==> src/hw/rtl/esd_pkg.sv <==
// Shared types and constants for the escape sequence decoder.
// Holds the classified character token, the character and control codes and the hex digit counts.
// No dependencies.
`default_nettype none

package esd_pkg;

	// Character codes that the classifier looks for.
	localparam logic [15:0] CH_BSLASH = 16'h005C;
	localparam logic [15:0] CH_DIG0   = 16'h0030;
	localparam logic [15:0] CH_DIG9   = 16'h0039;
	localparam logic [15:0] CH_LA     = 16'h0061;
	localparam logic [15:0] CH_LF     = 16'h0066;
	localparam logic [15:0] CH_UA     = 16'h0041;
	localparam logic [15:0] CH_UF     = 16'h0046;
	localparam logic [15:0] CH_LX     = 16'h0078;
	localparam logic [15:0] CH_LU     = 16'h0075;
	localparam logic [15:0] CH_LB     = 16'h0062;
	localparam logic [15:0] CH_LN     = 16'h006E;
	localparam logic [15:0] CH_LR     = 16'h0072;
	localparam logic [15:0] CH_LT     = 16'h0074;
	localparam logic [15:0] CH_LV     = 16'h0076;

	// Control codes produced by the single-letter escapes.
	localparam logic [15:0] CC_BEL = 16'd7;
	localparam logic [15:0] CC_BS  = 16'd8;
	localparam logic [15:0] CC_HT  = 16'd9;
	localparam logic [15:0] CC_LF  = 16'd10;
	localparam logic [15:0] CC_VT  = 16'd11;
	localparam logic [15:0] CC_FF  = 16'd12;
	localparam logic [15:0] CC_CR  = 16'd13;

	// Digit counts for the two hex escapes.
	localparam logic [2:0] DIGITS_X = 3'd2;
	localparam logic [2:0] DIGITS_U = 3'd4;

	// One character after classification by the front end.
	typedef struct packed {
		logic [15:0] ch;        // raw character
		logic [15:0] esc_val;   // value if taken as a single-letter escape
		logic        eos;       // last character of the string
		logic        is_bslash;
		logic        is_x;
		logic        is_u;
		logic        hex_ok;
		logic [3:0]  hex_val;
	} esd_tok_t;

endpackage

`default_nettype wire

==> src/hw/rtl/esd_front.sv <==
// Front end of the escape sequence decoder: accepts characters and classifies them.
// Depends on esd_pkg.
`default_nettype none

module esd_front (
	input  wire                   clk,
	input  wire                   arst_n,
	input  wire                   in_valid,
	output logic                  in_ready,
	input  wire  [15:0]           in_ch,
	input  wire                   in_eos,
	output logic                  tok_valid,
	input  wire                   tok_ready,
	output esd_pkg::esd_tok_t     tok
);
	import esd_pkg::*;

	logic      valid_s1;
	esd_tok_t  tok_s1;
	esd_tok_t  tok_d;
	logic      is_dec;
	logic      is_lhex;
	logic      is_uhex;

	// Classify the incoming character.
	always_comb begin
		is_dec  = (in_ch >= CH_DIG0) && (in_ch <= CH_DIG9);
		is_lhex = (in_ch >= CH_LA) && (in_ch <= CH_LF);
		is_uhex = (in_ch >= CH_UA) && (in_ch <= CH_UF);
		tok_d.ch        = in_ch;
		tok_d.eos       = in_eos;
		tok_d.is_bslash = (in_ch == CH_BSLASH);
		tok_d.is_x      = (in_ch == CH_LX);
		tok_d.is_u      = (in_ch == CH_LU);
		tok_d.hex_ok    = is_dec || is_lhex || is_uhex;
		// Letters a-f and A-F have low nibbles 1 to 6, giving 10 to 15 with nine added.
		if (is_dec) begin
			tok_d.hex_val = in_ch[3:0];
		end else begin
			tok_d.hex_val = in_ch[3:0] + 4'd9;
		end
		unique case (in_ch)
			CH_LA:   tok_d.esc_val = CC_BEL;
			CH_LB:   tok_d.esc_val = CC_BS;
			CH_LF:   tok_d.esc_val = CC_FF;
			CH_LN:   tok_d.esc_val = CC_LF;
			CH_LR:   tok_d.esc_val = CC_CR;
			CH_LT:   tok_d.esc_val = CC_HT;
			CH_LV:   tok_d.esc_val = CC_VT;
			default: tok_d.esc_val = in_ch;
		endcase
	end

	// The stage takes a new request when empty or when its token moves on.
	assign in_ready = !valid_s1 || tok_ready;

	always_ff @(posedge clk or negedge arst_n) begin
		if (!arst_n) begin
			valid_s1 <= 1'b0;
		end else if (in_ready) begin
			valid_s1 <= in_valid;
		end
	end

	always_ff @(posedge clk) begin
		if (in_ready && in_valid) begin
			tok_s1 <= tok_d;
		end
	end

	assign tok_valid = valid_s1;
	assign tok       = tok_s1;

endmodule

`default_nettype wire

==> src/hw/rtl/esd_fifo.sv <==
// Token queue between the front and back ends of the escape sequence decoder.
// Depends on esd_pkg.
`default_nettype none

module esd_fifo #(
	parameter int DEPTH = 4
) (
	input  wire                   clk,
	input  wire                   arst_n,
	input  wire                   wr_valid,
	output logic                  wr_ready,
	input  esd_pkg::esd_tok_t     wr_tok,
	output logic                  rd_valid,
	input  wire                   rd_ready,
	output esd_pkg::esd_tok_t     rd_tok
);
	import esd_pkg::*;

	localparam int AW = (DEPTH > 1) ? $clog2(DEPTH) : 1;
	localparam int CW = $clog2(DEPTH + 1);

	esd_tok_t        mem_q [DEPTH];
	logic [AW-1:0]   wr_ptr_q;
	logic [AW-1:0]   rd_ptr_q;
	logic [CW-1:0]   count_q;
	logic            push;
	logic            pop;

	assign wr_ready = (count_q != CW'(DEPTH));
	assign rd_valid = (count_q != '0);
	assign push     = wr_valid && wr_ready;
	assign pop      = rd_valid && rd_ready;
	assign rd_tok   = mem_q[rd_ptr_q];

	// Storage write.
	always_ff @(posedge clk) begin
		if (push) begin
			mem_q[wr_ptr_q] <= wr_tok;
		end
	end

	// Pointers wrap at the depth; the count tracks occupancy.
	always_ff @(posedge clk or negedge arst_n) begin
		if (!arst_n) begin
			wr_ptr_q <= '0;
			rd_ptr_q <= '0;
			count_q  <= '0;
		end else begin
			if (push) begin
				wr_ptr_q <= (wr_ptr_q == AW'(DEPTH - 1)) ? '0 : wr_ptr_q + 1'b1;
			end
			if (pop) begin
				rd_ptr_q <= (rd_ptr_q == AW'(DEPTH - 1)) ? '0 : rd_ptr_q + 1'b1;
			end
			if (push && !pop) begin
				count_q <= count_q + 1'b1;
			end else if (pop && !push) begin
				count_q <= count_q - 1'b1;
			end
		end
	end

endmodule

`default_nettype wire

==> src/hw/rtl/esd_back.sv <==
// Back end of the escape sequence decoder: escape state machine and output register.
// Depends on esd_pkg.
`default_nettype none

module esd_back (
	input  wire                   clk,
	input  wire                   arst_n,
	input  wire                   tok_valid,
	output logic                  tok_ready,
	input  esd_pkg::esd_tok_t     tok,
	output logic                  out_valid,
	input  wire                   out_ready,
	output logic [15:0]           out_char,
	output logic                  out_has_char,
	output logic                  out_error,
	output logic                  out_done
);
	import esd_pkg::*;

	// Decoder modes.
	localparam logic [1:0] MODE_IDLE = 2'd0;
	localparam logic [1:0] MODE_ESC  = 2'd1;
	localparam logic [1:0] MODE_HEX  = 2'd2;
	localparam logic [1:0] MODE_DROP = 2'd3;

	logic [1:0]  mode_q;
	logic [2:0]  digits_q;
	logic [15:0] acc_q;
	logic        valid_q;
	logic [15:0] char_q;
	logic        has_q;
	logic        err_q;
	logic        done_q;

	logic [1:0]  mode_d;
	logic [2:0]  digits_d;
	logic [15:0] acc_d;
	logic [15:0] acc_sh;
	logic [2:0]  digits_dec;
	logic        emit;
	logic [15:0] e_char;
	logic        e_has;
	logic        e_err;
	logic        e_done;
	logic        pop;

	// A token is taken when the output register is free or being drained.
	assign tok_ready = !valid_q || out_ready;
	assign pop       = tok_valid && tok_ready;

	assign acc_sh     = {acc_q[11:0], tok.hex_val};
	assign digits_dec = digits_q - 3'd1;

	// Next state and result for the token at the head of the queue.
	always_comb begin
		mode_d   = mode_q;
		digits_d = digits_q;
		acc_d    = acc_q;
		emit     = 1'b0;
		e_char   = '0;
		e_has    = 1'b0;
		e_err    = 1'b0;
		e_done   = tok.eos;
		unique case (mode_q)
			MODE_IDLE: begin
				if (tok.is_bslash) begin
					if (tok.eos) begin
						emit  = 1'b1;
						e_err = 1'b1;
					end else begin
						mode_d = MODE_ESC;
					end
				end else begin
					emit   = 1'b1;
					e_char = tok.ch;
					e_has  = 1'b1;
				end
			end
			MODE_ESC: begin
				if (tok.is_x || tok.is_u) begin
					if (tok.eos) begin
						emit  = 1'b1;
						e_err = 1'b1;
					end else begin
						mode_d   = MODE_HEX;
						digits_d = tok.is_x ? DIGITS_X : DIGITS_U;
						acc_d    = '0;
					end
				end else begin
					mode_d = MODE_IDLE;
					emit   = 1'b1;
					e_char = tok.esc_val;
					e_has  = 1'b1;
				end
			end
			MODE_HEX: begin
				if (!tok.hex_ok) begin
					emit     = 1'b1;
					e_err    = 1'b1;
					mode_d   = MODE_DROP;
					digits_d = '0;
					acc_d    = '0;
				end else if (digits_dec == '0) begin
					emit   = 1'b1;
					e_char = acc_sh;
					e_has  = 1'b1;
					mode_d = MODE_IDLE;
					acc_d  = '0;
					digits_d = '0;
				end else if (tok.eos) begin
					emit  = 1'b1;
					e_err = 1'b1;
				end else begin
					acc_d    = acc_sh;
					digits_d = digits_dec;
				end
			end
			default: begin
				// Dropping the rest of a malformed string until its end.
				if (tok.eos) begin
					emit  = 1'b1;
					e_err = 1'b1;
				end
			end
		endcase
		// The end of a string always returns the decoder to its reset state.
		if (tok.eos) begin
			mode_d   = MODE_IDLE;
			digits_d = '0;
			acc_d    = '0;
		end
	end

	// Decoder state and output valid.
	always_ff @(posedge clk or negedge arst_n) begin
		if (!arst_n) begin
			mode_q   <= MODE_IDLE;
			digits_q <= '0;
			acc_q    <= '0;
			valid_q  <= 1'b0;
		end else begin
			if (pop) begin
				mode_q   <= mode_d;
				digits_q <= digits_d;
				acc_q    <= acc_d;
			end
			if (tok_ready) begin
				valid_q <= pop && emit;
			end
		end
	end

	// Output payload.
	always_ff @(posedge clk) begin
		if (pop && emit) begin
			char_q <= e_char;
			has_q  <= e_has;
			err_q  <= e_err;
			done_q <= e_done;
		end
	end

	assign out_valid    = valid_q;
	assign out_char     = char_q;
	assign out_has_char = has_q;
	assign out_error    = err_q;
	assign out_done     = done_q;

endmodule

`default_nettype wire

==> src/hw/rtl/escape_sequence_decoder_top.sv <==
// Top level of the escape sequence decoder: front end, token queue and back end.
// Depends on esd_pkg, esd_front, esd_fifo and esd_back.
//
// Channel   Direction  Signals                          Carries
// s_*       in         s_tvalid s_tready s_tdata s_tlast  one character per request
// m_*       out        m_tvalid m_tready m_tdata m_tlast m_tuser  zero or one result per char
//
// One character is taken per cycle, sustained, while the output side keeps taking results;
// a result is offered once its character has passed the front register, the token queue
// and the output register, in that order.
// Reset clears all control state at once; no clearing pass is needed.
// The token queue of FIFO_DEPTH entries lets the input keep flowing while the
// output side is stalled, until the queue fills.
`default_nettype none

module escape_sequence_decoder_top #(
	parameter int FIFO_DEPTH = 4   // at least 2
) (
	input  wire         clk,
	input  wire         arst_n,
	input  wire         s_tvalid,
	output logic        s_tready,
	input  wire  [15:0] s_tdata,   // [15:0] char_code
	input  wire         s_tlast,   // end_of_string
	output logic        m_tvalid,
	input  wire         m_tready,
	output logic [15:0] m_tdata,   // [15:0] char_value
	output logic        m_tlast,   // string_done
	output logic [1:0]  m_tuser    // [0] has_char, [1] parse_error
);
	import esd_pkg::*;

	logic      f_valid;
	logic      f_ready;
	esd_tok_t  f_tok;
	logic      q_valid;
	logic      q_ready;
	esd_tok_t  q_tok;

	esd_front u_front (
		.clk       (clk),
		.arst_n    (arst_n),
		.in_valid  (s_tvalid),
		.in_ready  (s_tready),
		.in_ch     (s_tdata),
		.in_eos    (s_tlast),
		.tok_valid (f_valid),
		.tok_ready (f_ready),
		.tok       (f_tok)
	);

	esd_fifo #(
		.DEPTH (FIFO_DEPTH)
	) u_fifo (
		.clk      (clk),
		.arst_n   (arst_n),
		.wr_valid (f_valid),
		.wr_ready (f_ready),
		.wr_tok   (f_tok),
		.rd_valid (q_valid),
		.rd_ready (q_ready),
		.rd_tok   (q_tok)
	);

	esd_back u_back (
		.clk          (clk),
		.arst_n       (arst_n),
		.tok_valid    (q_valid),
		.tok_ready    (q_ready),
		.tok          (q_tok),
		.out_valid    (m_tvalid),
		.out_ready    (m_tready),
		.out_char     (m_tdata),
		.out_has_char (m_tuser[0]),
		.out_error    (m_tuser[1]),
		.out_done     (m_tlast)
	);

endmodule

`default_nettype wire

==> config.mk <==
export PLATFORM = sky130hd
export DESIGN_NAME = escape_sequence_decoder_top
export DESIGN_NICKNAME = d
export VERILOG_FILES = /design/src/hw/rtl/esd_pkg.sv /design/src/hw/rtl/esd_front.sv /design/src/hw/rtl/esd_fifo.sv /design/src/hw/rtl/esd_back.sv /design/src/hw/rtl/escape_sequence_decoder_top.sv
export SDC_FILE = /design/constraint.sdc
export NUM_CORES = 1
export LEC_CHECK = 0
export ABC_AREA = 1
export BUFFER_PORTS_ARGS = -buffer_cell sky130_fd_sc_hd__buf_2
export CAP_MARGIN = 20
export CORE_MARGIN = 1
export CORE_UTILIZATION = 61
export DETAILED_ROUTE_END_ITERATION = 16
export PLACE_DENSITY_LB_ADDON = 0.12
export SLEW_MARGIN = 25
export SYNTH_ARGS = -nofsm -noshare
export SYNTH_HDL_FRONTEND = slang
export SYNTH_SLANG_ARGS = --single-unit
==> constraint.sdc <==
create_clock -name clk -period 3.9 [get_ports clk]
set_input_delay 0.39 -clock clk [delete_from_list [all_inputs] [get_ports clk]]
set_output_delay 0.39 -clock clk [all_outputs]
set_load 0.02 [all_outputs]
==> summary.md, run 1 <==
| Metric | Value |
|---|---|
| Status | `finished, final reports clean` |
| Crit end category | `flop` |
| Period utilization | `0.6955` |
| Startpoint types | `flop` |
| Top_reg_cell synth | `edfxtp_1` |
| Overall die area | `0.01798 sq mm` |
| Cts bufs inserted | `25` |
| Top-count cell post-synth | `edfxtp_1` |
| Syn_nets | `962` |
| Final hold vios | `0` |
| Clock Latency Late Sink | `0.52 ns` |
| I/O pin total | `42` |
| Ys async rst share | `0.1040` |
| Total GRT Usage | `0.2626` |
| First-pass GRT wire length | `35,650 um` |
| First DRT Iteration DRCs | `662` |
| Num rows | `47` |
| Via count | `6,999` |
| Die height | `134.1 um` |
| Relative max-transition margin | `0.3943` |
| DPL Wire Length | `14,350 um` |
| Total core area | `0.01682 sq mm` |
| CTS tree | `built` |
| Clock-pin slew on the worst setup and hold paths | `0.06 ns` |
| Dominant cell type by area after synthesis | `edfxtp_1` |
| CP dominant cell by count | `nand2_1` |
| Static Leak | `4.548 nW` |
| Util after Layout | `0.6983` |
| TritonRoute pass-1 iters | `6` |
| Setup repair after global routing missed its margin | `false` |
| Antenna Nets Post-Route | `0` |
| Seq/Total Area, Yosys | `0.6932` |
| Initial core utilization | `0.6328` |
| Worst slew pin tran | `0.9064 ns` |
| CTS resizes | `0` |
| DRC | `0` |
| Initial antenna violation count | `0` |
| GRT overflow | `0` |
| Routability cong. | `0.8595` |
| Cells after Synth | `923` |
| Largest net degree at the start of global routing | `73` |
| Skew final | `0.007125 ns` |
| Library cells used by synthesis | `38` |
| Max-slew violation count | `0` |
| # nets final | `994` |
| Wire per inst | `19.17 um` |
| P per Cell Area | `784.3 mW/mm^2` |
| Syn Std Cell Area | `0.01064 sq mm` |
| CTS Root Cell | `clkbuf_16` |
| Clock share of power | `0.241` |
| Internal Power | `5.822 mW` |
| Fin crit period | `2.713 ns` |
| Most frequent cells after synthesis | `224 x edfxtp_1, 173 x nand2_1, 123 x nor2_1` |
| Slowest stage delay, CP | `0.61 ns` |
| Slowest cell on crit path | `inv_1` |
| CTS Buffer Depth | `3` |
| Total Routed Length | `22,870 um` |
| Vias in the first global route | `6,693` |
| IO buf count | `41` |
| Worst EP arrival | `2.85 ns` |
| Synth top area share | `0.6320` |
| Final antenna diode count | `0` |
| Post-route insts no fill | `1,193` |
| VDD IR max | `0.4736 mV` |
| Switch Pwr | `3.389 mW` |
| Crit Path Max Fanout | `72` |
| Logic pwr share | `0.329` |
| Synth area leaders | `edfxtp_1 63%, dfrtp_1 6.1%, nand2_1 6.1%` |
| Switching Fraction | `0.3680` |
| Peak Freq | `368.7 MHz` |
| Dpl cells | `1,147` |
| CTS H-tree lvls | `1` |
| Mean post-synth cell area | `11.53 sq um` |
| Critical Path, Cell by Cell | `buf_4 -> nand2_1 -> nand3_1 -> nand2_1 -> nand3_2 -> nand2_1 -> nand2_1 -> nand3_1 -> nand2_1 -> inv_1` |
| TNS Setup | `0 ns` |
| Routed vias/inst | `5.867` |
| Clock sinks | `250` |
| Synth warn | `0` |
| Maxcap violations | `0` |
| Fin worst setup slack | `1.187 ns` |
| CP required | `4.04 ns` |
| Share of power burned in registers | `0.429` |
| DIE WIDTH | `134.1 um` |
| Area grow syn2layout | `10.36%` |
| Seq cells post-synth | `250` |
| WS Path Type | `reg -> reg` |
| EDFF count, synth | `224` |
| Share of layout cells above drive strength 1 | `0.1151` |
| Setup Viol. Count Final | `0` |
| Place WS | `1.232 ns` |
| Hold crit path type | `in -> reg` |
==> stage by stage <==
stage          power (mW)  hold WS [ns]  area, sq um
3_5_place_dp        6.982        0.4481        10970
6_report            9.211       0.05298        11750
4_1_cts             9.209       0.03238        11750
3_3_place_gp        6.874        0.4420        10970
2_1_floorplan       6.157       0.09441        10640
5_1_grt             9.684       0.03188        11750
==> metal layers <==
layer / share of wire / GRT usage
met1: 0.43 / 0.3696
met2: 0.47 / 0.4226
met3: 0.065 / 0.03401
met4: 0.030 / 0.1017
met5: 0 / 0
==> worst max-delay path, delay by kind of cell (launching register included) <==
family	cells	cell delay (ns)
buffers and inverters	2	0.97
and+or+nand+nor	8	0.80
DFF	1	0.50
==> kinds of logic after synthesis <==
group | Yosys count | share of synthesized area
xor+xnor | 5 | 0.004115
flops | 250 | 0.6932
buf+inv | 119 | 0.05055
fa+ha+maj | 18 | 0.02187
simple gates | 403 | 0.1635
compound gates | 128 | 0.06678
==> sequential cells by signal, indices dropped and copies added, names as in the netlist, 2 cells and up <==
signal,cells
u_back.acc_q,12
u_back.digits_q,3
u_back.mode_q,2
u_back.out_char,16
u_fifo.count_q,3
u_fifo.mem_q,164
u_fifo.rd_ptr_q,2
u_fifo.wr_ptr_q,2
u_front.tok,41
==> power groups by stage <==
stage	clock [mW]	combinational [mW]	sequential [mW]
after floorplan	0	2.09	4.07
after global placement	0	2.90	3.98
after detailed placement	0	2.98	4.00
after CTS	2.25	3.01	3.95
after global routing	2.35	3.33	4.00
final	2.22	3.03	3.95
==> placed cells by master (no fill, tap or decap), drive strengths merged <==
master,instances
nor3,5
o31ai,1
nor4,4
o211ai,2
clkinvlp,1
dlygate4sd3,1
buf,52
ha,17
nor3b,1
inv,72
nand2,183
o21ai,81
xnor2,1
edfxtp,224
o211a,1
nand4,8
nand3,74
bufinv,1
o2111ai,1
xor2,4
fa,1
nor2,127
o22ai,27
clkbuf,33
dfrtp,26
a31oi,2
clkinv,9
a21oi,13
and2,1
==> area by class of cell <==
class | instances | area [sq um]
clock buffer | 33 | 685.7
timing repair buffer | 53 | 297.8
multi-input combinational | 554 | 2758
fill | 1228 | 5074
inverter | 71 | 269.0
sequential | 250 | 7378
clock inverter | 12 | 81.33
tap | 220 | 275.3
==> path summary, 6_finish.rpt <==
check / startpoint / end / slack, ns / depth (start not counted)
worst max register to register: u_fifo.rd_ptr_q[0] / u_back.out_char[9] / 1.19 / 10
worst min register to register: u_back.acc_q[10] / u_back.acc_q[10] / 0.48 / 2
max in group asynchronous: arst_n / u_fifo.rd_ptr_q[0] / 3.01 / 2
worst max-delay path: u_fifo.rd_ptr_q[0] / u_back.out_char[9] / 1.19 / 10
min in group asynchronous: arst_n / u_fifo.rd_ptr_q[1] / 0.43 / 2
worst min-delay path: s_tlast / u_front.tok[8] / 0.05 / 1
==> timing repair <==
action                                 CTS  global route
setup buffers                            0             0
endpoints found under the hold margin   26             0
hold buffers                             1             0
(Power assumes the default switching activity.)
==> inputs of run 2 (changes only) <==
CORE_UTILIZATION = 55   (was 61)
clock period = 2.3 ns   (was 3.9 ns; I/O delays follow)
==> run 2 against run 1 <==
Effect of this change: utilization is 5.8 points lower; register-to-register slack worse by 0.93 ns; wire length is 3.8% lower; total power is 71% higher; sequential share of layout area is 1.7 points lower; first-iteration DRC count is 26% lower; clock power is 69% higher; hold slack worse by 0.018 ns; count of clock-buffer cells in the layout stayed put; combinational power is 77% higher; critical path type unchanged; largest power group unchanged.
==> summary.md, run 2 (synthesized netlist as in run 1, its figures left out) <==
| Metric | Value |
|---|---|
| Switching Fraction | `0.3646 (-0.003357)` |
| Worst path bufs/invs | `3 (+1)` |
| Startpoint types | `flop` |
| Initial core utilization | `0.5652 (-0.06761)` |
| Crit Path Max Fanout | `5 (-93%)` |
| Overall die area | `0.01991 sq mm (+11%)` |
| Largest register FFs | `164 (unchanged)` |
| Met3 wire len | `1318 um (-11%)` |
| Fin crit period | `2.041 ns (-0.6718 ns)` |
| Max-slew violation count | `0 (unchanged)` |
| GRT overflow | `0 (unchanged)` |
| Maxcap violations | `0 (unchanged)` |
| I/O pin total | `42 (unchanged)` |
| Top sig layer | `met4` |
| Critical R2R Launch | `u_fifo.count_q[0]` |
| Area grow syn2layout | `13.34%` |
| Delay-heaviest family, CP | `adder cells` |
| # nets final | `1,020 (+2.6%)` |
| Skew final | `0.008711 ns (+0.001586 ns)` |
| CP dominant cell by count | `inv_1` |
| Clock Latency Late Sink | `0.53 ns (about the same)` |
| Static Leak | `4.666 nW (+2.6%)` |
| Clock sinks | `250 (unchanged)` |
| First-pass GRT wire length | `34,180 um (-4.1%)` |
| Internal Power | `10.01 mW (+72%)` |
| Largest register by flop count | `u_fifo.mem_q` |
| Initial antenna violation count | `0 (unchanged)` |
| Final hold vios | `0 (unchanged)` |
| Share of power burned in registers | `0.421 (-0.008)` |
| Routability cong. | `0.8593 (about the same)` |
| TritonRoute pass-1 iters | `5 (-1)` |
| Crit end category | `flop` |
| Num rows | `50 (+6.4%)` |
| Setup Viol. Count Final | `0 (unchanged)` |
| Cts bufs inserted | `25 (unchanged)` |
| Logic pwr share | `0.340 (+0.011)` |
| WS Path Type | `reg -> reg` |
| Total GRT Usage | `0.2277 (-0.03491)` |
| Util after Layout | `0.6406 (-0.05774)` |
| Vias in the first global route | `6,250 (-6.6%)` |
| Worst path depth | `8 (-2)` |
| Largest net degree at the start of global routing | `48 (-34%)` |
| Met2 Routed Length | `10,030 um (-6.8%)` |
| Worst-case hold path end point | `u_front.tok[29]` |
| Total Routed Length | `21,990 um (-3.8%)` |
| Wire per inst | `17.48 um (-8.8%)` |
| Setup repair after global routing missed its margin | `false` |
| CTS H-tree lvls | `1 (unchanged)` |
| Final antenna diode count | `0 (unchanged)` |
| Routed vias/inst | `5.328 (-9.2%)` |
| Status | `finished, final reports clean` |
| Slowest stage delay, CP | `0.44 ns (-0.17 ns)` |
| Reg2Reg Depth | `8 (-2)` |
| Share of layout cells above drive strength 1 | `0.1202 (+0.005133)` |
| First DRT Iteration DRCs | `493 (-26%)` |
| Slowest cell on crit path | `dfrtp_1` |
| Dpl cells | `1,196 (+4.3%)` |
| DPL Wire Length | `13,590 um (-5.3%)` |
| Met1 Routed Length | `10,140 um (+2.2%)` |
| Total core area | `0.01883 sq mm (+12%)` |
| CTS Buffer Depth | `3 (unchanged)` |
| Antenna Nets Post-Route | `0 (unchanged)` |
| Commonest non-fill, non-tap cell in the layout | `edfxtp_1` |
| Worst EP arrival | `2.45 ns (-0.40 ns)` |
| Clock share of power | `0.239 (-0.002)` |
| Hold_ws | `0.03456 ns (-0.01842 ns)` |
| DIE WIDTH | `141.1 um (+5.2%)` |
| Via count | `6,702 (-4.2%)` |
| IO buf count | `41 (unchanged)` |
| TNS Setup | `0 ns (unchanged)` |
| Worst slew pin tran | `0.8295 ns (-0.07692 ns)` |
| Peak Freq | `490.0 MHz (+33%)` |
| Die height | `141.1 um (+5.2%)` |
| Most frequent cells in the layout | `224 x edfxtp_1, 173 x nand2_1, 119 x nor2_1, 80 x o21ai_0, 70 x nand3_1` |
| Period utilization | `0.8873 (+0.1918)` |
| Clock-pin slew on the worst setup and hold paths | `0.06 ns (about the same)` |
| CP required | `2.71 ns (-1.33 ns)` |
| Worst R2R End | `u_fifo.count_q[1]` |
| CTS tree | `built` |
| Critical Path, Cell by Cell | `o31ai_1 -> buf_4 -> inv_1 -> ha_1 -> inv_1 -> fa_1 -> nor2_1 -> a21oi_1` |
| Design Power | `15.75 mW (+71%)` |
| VDD IR max | `0.6799 mV (+44%)` |
| Switch Pwr | `5.742 mW (+69%)` |
| Relative max-transition margin | `0.4457 (+0.05140)` |
| Post-route insts no fill | `1,258 (+5.4%)` |
| Hold Path Cell Cnt | `1 (unchanged)` |
| P per Cell Area | `1306 mW/mm^2 (+66%)` |
| Critical hold path startpoint | `s_tdata[4]` |
| R2R Setup Slk | `0.26 ns (-0.93 ns)` |
| Postcts setup bufs | `0 (unchanged)` |
| CTS Root Cell | `clkbuf_16` |
| DRC | `0 (unchanged)` |
| Hold crit path type | `in -> reg` |
[run 2: cell count changes in the layout (fill, tap and decap cells not counted)]
cell,before,now
clkbuf_1,5,8
clkinv_1,8,6
clkinv_2,1,3
buf_4,11,16
inv_6,1,0
buf_12,0,4
inv_1,68,67
dlygate4sd3_1,1,18
clkbuf_8,3,0
inv_16,0,1
[run 2: routing by layer]
layer  GRT usage  vias up
met4     0.05950        0
met1      0.3403     3170
met2      0.3549      200
met3     0.02989       35
li1            -     3297
met5           0        -
[run 2: worst max-delay path by stage]
| stage | start | endpoint | slack, ns |
|---|---|---|---|
| 2_1_floorplan | u_fifo.wr_ptr_q[0] | u_fifo.mem_q[2][0] | -0.52 |
| 3_3_place_gp | u_fifo.count_q[2] | u_fifo.mem_q[3][9] | 0.24 |
| 3_5_place_dp | u_fifo.count_q[2] | u_fifo.mem_q[3][16] | 0.23 |
| 4_1_cts | u_fifo.count_q[2] | u_fifo.mem_q[3][16] | 0.22 |
| 5_1_grt | u_fifo.count_q[0] | u_fifo.count_q[1] | 0.10 |
| 6_report | u_fifo.count_q[0] | u_fifo.count_q[1] | 0.26 |
[run 2: what timing repair did]
item / 4_1_cts / 5_1_grt
hold endpoints to repair: 52 / 0
gates resized for setup: 0 / 0
hold buffers: 18 / 0
[run 2: layout make-up]
| cell class | instances | area, sq um |
|---|---|---|
| clock buffers | 33 | 655.6 |
| multi-input cells | 554 | 2758 |
| well taps | 260 | 325.3 |
| clock inverters | 11 | 91.34 |
| repair buffers | 79 | 585.6 |
| fillers | 1460 | 6768 |
| inverters | 71 | 269.0 |
| flip-flops and latches | 250 | 7378 |
[run 2: power by group through the flow]
stage               registers, mW  clock network, mW  logic [mW]
global route                 6.73               3.97        5.96
finish                       6.64               3.76        5.35
detailed placement           6.73                  0        5.33
global placement             6.72                  0        5.29
floorplan                    6.89                  0        3.55
CTS                          6.64               3.82        5.38
[run 2: metrics by stage]
step	setup WS (ns)	instance area, sq um
finish	0.2592	12060
global route	0.1006	12060
CTS	0.2210	12060
detailed placement	0.2333	11140
global placement	0.2356	11140
floorplan	-0.5240	10640
==> inputs of run 3 (changes only) <==
CORE_UTILIZATION = 61   (was 55)
clock period = 2.1 ns   (was 2.3 ns; I/O delays follow)
==> run 3 against run 2 <==
Effect of this change: final cell count down 2.5%; critical path type unchanged; utilization increased by 8.4 points; clock skew grew 0.0080 ns; largest power group unchanged; first-iteration DRC count up 31%; via count increased by 5.8%; global-route usage up 4.3 points; clock power grew 13%; critical path depth grew 1; hold slack improved by 0.0038 ns.
==> summary.md, run 3 (synthesized netlist as in run 1, its figures left out) <==
| Metric | Value |
|---|---|
| Routed vias/inst | `5.781 (+8.5%)` |
| VDD IR max | `1.185 mV (+74%)` |
| Hold crit path type | `in -> reg` |
| First-pass GRT wire length | `36,620 um (+7.1%)` |
| Final hold vios | `0 (unchanged)` |
| Global Route met1 Usage | `0.3552 (+0.01487)` |
| Vias in the first global route | `7,000 (+12%)` |
| Busiest metal layer after global routing | `met2` |
| Via count | `7,088 (+5.8%)` |
| Die height | `134.1 um (-5.0%)` |
| Routability cong. | `0.9138 (+6.3%)` |
| Clock Latency Late Sink | `0.53 ns (about the same)` |
| Share of layout cells above drive strength 1 | `0.1332 (+0.01296)` |
| Critical Path, Cell by Cell | `inv_1 -> a31oi_2 -> inv_1 -> ha_1 -> inv_1 -> fa_1 -> a21oi_1 -> o21ai_0 -> xor2_1` |
| CTS Buffer Depth | `3 (unchanged)` |
| Final antenna diode count | `0 (unchanged)` |
| Period utilization | `0.9175 (+0.03022)` |
| Status | `finished, final reports clean` |
| Hold Path Cell Cnt | `2 (+1)` |
| CTS H-tree lvls | `1 (unchanged)` |
| Clock-pin slew on the worst setup and hold paths | `0.06 ns (about the same)` |
| P per Cell Area | `1442 mW/mm^2 (+10%)` |
| Worst slew pin tran | `0.6251 ns (-0.2044 ns)` |
| Peak Freq | `519.0 MHz (+5.9%)` |
| Postcts setup bufs | `0 (unchanged)` |
| Startpoint types | `flop` |
| Maxcap violations | `0 (unchanged)` |
| CP required | `2.50 ns (-0.21 ns)` |
| Wire per inst | `19.15 um (+9.5%)` |
| GRT overflow | `0 (unchanged)` |
| DPL Wire Length | `14,590 um (+7.4%)` |
| First DRT Iteration DRCs | `648 (+31%)` |
| # nets final | `1,025 (+0.49%)` |
| Slowest stage delay, CP | `0.45 ns (about the same)` |
| TritonRoute pass-1 iters | `5 (unchanged)` |
| Crit end category | `flop` |
| Clock sinks | `250 (unchanged)` |
| CP dominant cell by count | `inv_1` |
| DIE WIDTH | `134.1 um (-5.0%)` |
| Static Leak | `4.745 nW (+1.7%)` |
| Design Power | `17.58 mW (+12%)` |
| Overall die area | `0.01798 sq mm (-9.7%)` |
| Num rows | `47 (-6.0%)` |
| Met2 usage | `0.4505 (+0.09562)` |
| Antenna Nets Post-Route | `0 (unchanged)` |
| DRC | `0 (unchanged)` |
| Largest register by flop count | `u_fifo.mem_q` |
| Fin crit period | `1.927 ns (-0.1140 ns)` |
| Commonest non-fill, non-tap cell in the layout | `edfxtp_1` |
| Largest net degree at the start of global routing | `71 (+48%)` |
| Crit Path Max Fanout | `4 (-1)` |
| Total GRT Usage | `0.2704 (+0.04272)` |
| Total core area | `0.01682 sq mm (-11%)` |
| CTS Root Cell | `clkbuf_16` |
| Area grow syn2layout | `14.52%` |
| I/O pin total | `42 (unchanged)` |
| Worst path depth | `9 (+1)` |
| WS Path Type | `reg -> reg` |
| Slowest cell on crit path | `dfrtp_1` |
| Most frequent cells in the layout | `224 x edfxtp_1, 173 x nand2_1, 119 x nor2_1, 80 x o21ai_0, 69 x nand3_1` |
| Total Routed Length | `23,470 um (+6.7%)` |
| Cts bufs inserted | `26 (+4.0%)` |
| Relative max-transition margin | `0.5833 (+0.1376)` |
| Worst EP arrival | `2.33 ns (-0.12 ns)` |
| Skew final | `0.01671 ns (+0.008001 ns)` |
| Initial core utilization | `0.6328 (+0.06761)` |
| Delay-heaviest family, CP | `adder cells` |
| Met3 Use GR | `0.04460 (+0.01470)` |
| Max-slew violation count | `0 (unchanged)` |
| Worst path bufs/invs | `3 (unchanged)` |
| Initial antenna violation count | `0 (unchanged)` |
| CTS tree | `built` |
| IO buf count | `41 (unchanged)` |
| Largest register FFs | `164 (unchanged)` |
| TNS Setup | `0 ns (unchanged)` |
| Setup repair after global routing missed its margin | `false` |
| Fillers | `1,135 (-22%)` |
| Setup Viol. Count Final | `0 (unchanged)` |
| Reg2Reg Depth | `9 (+1)` |
==> run 3: what timing repair did <==
item	4_1_cts	5_1_grt
resized for setup	0	4
endpoints found under the setup margin	0	10
endpoints found under the hold margin	51	0
hold buffers	18	0
==> run 3: layout make-up <==
| class | instances | area (sq um) | area share |
|---|---|---|---|
| Multi-Input combinational cell | 554 | 2768 | 0.2271 |
| Clock buffer | 36 | 698.2 | 0.05728 |
| Timing Repair Buffer | 83 | 681.9 | 0.05595 |
| Inverter | 71 | 271.5 | 0.02228 |
| Sequential cell | 250 | 7378 | 0.6054 |
| Tap cell | 220 | 275.3 | 0.02259 |
| Clock inverter | 12 | 115.1 | 0.009445 |
==> run 3: per-stage QoR <==
stage / setup slack (ns) / area [sq um] / hold WS, ns / util / std cells
after global placement: 0.2348 / 11180 / 0.2535 / 0.6649 / 1160
after floorplan: -0.02560 / 10670 / -0.08559 / - / 923
final: 0.1732 / 12190 / 0.03833 / 0.7247 / 1226
after CTS: 0.1357 / 12180 / 0.01505 / 0.7240 / 1226
after global routing: 0.005025 / 12190 / 0.03106 / 0.7247 / 1226
after detailed placement: 0.1527 / 11180 / 0.2599 / 0.6649 / 1160
==> run 3: worst paths after layout <==
path | start | to | slack [ns]
setup reg to reg | u_fifo.count_q[0] | u_fifo.count_q[2] | 0.17
max in group asynchronous | arst_n | u_fifo.rd_ptr_q[0] | 1.41
min in group asynchronous | arst_n | u_back.mode_q[0] | 0.23
setup / recovery | u_fifo.count_q[0] | u_fifo.count_q[2] | 0.17
hold / removal | s_tdata[0] | u_front.tok[25] | 0.04
hold reg to reg | u_back.acc_q[11] | u_back.acc_q[11] | 0.48
==> run 3: routing by layer <==
layer | wire (um) | vias up | part of all wire
met1 | 9796 | 3419 | 0.42
met2 | 11330 | 308 | 0.48
li1 | - | 3306 | -
met5 | 0 | - | 0
met3 | 1521 | 55 | 0.065
met4 | 827 | 0 | 0.035
==> run 3: where the power goes <==
part | switching (mW) | internal [mW] | leakage, nW
Combinational | 4.18 | 1.81 | 1.91
Clock | 1.79 | 2.47 | 0.397
Sequential | 0.431 | 6.90 | 2.43
Total | 6.40 | 11.2 | 4.75
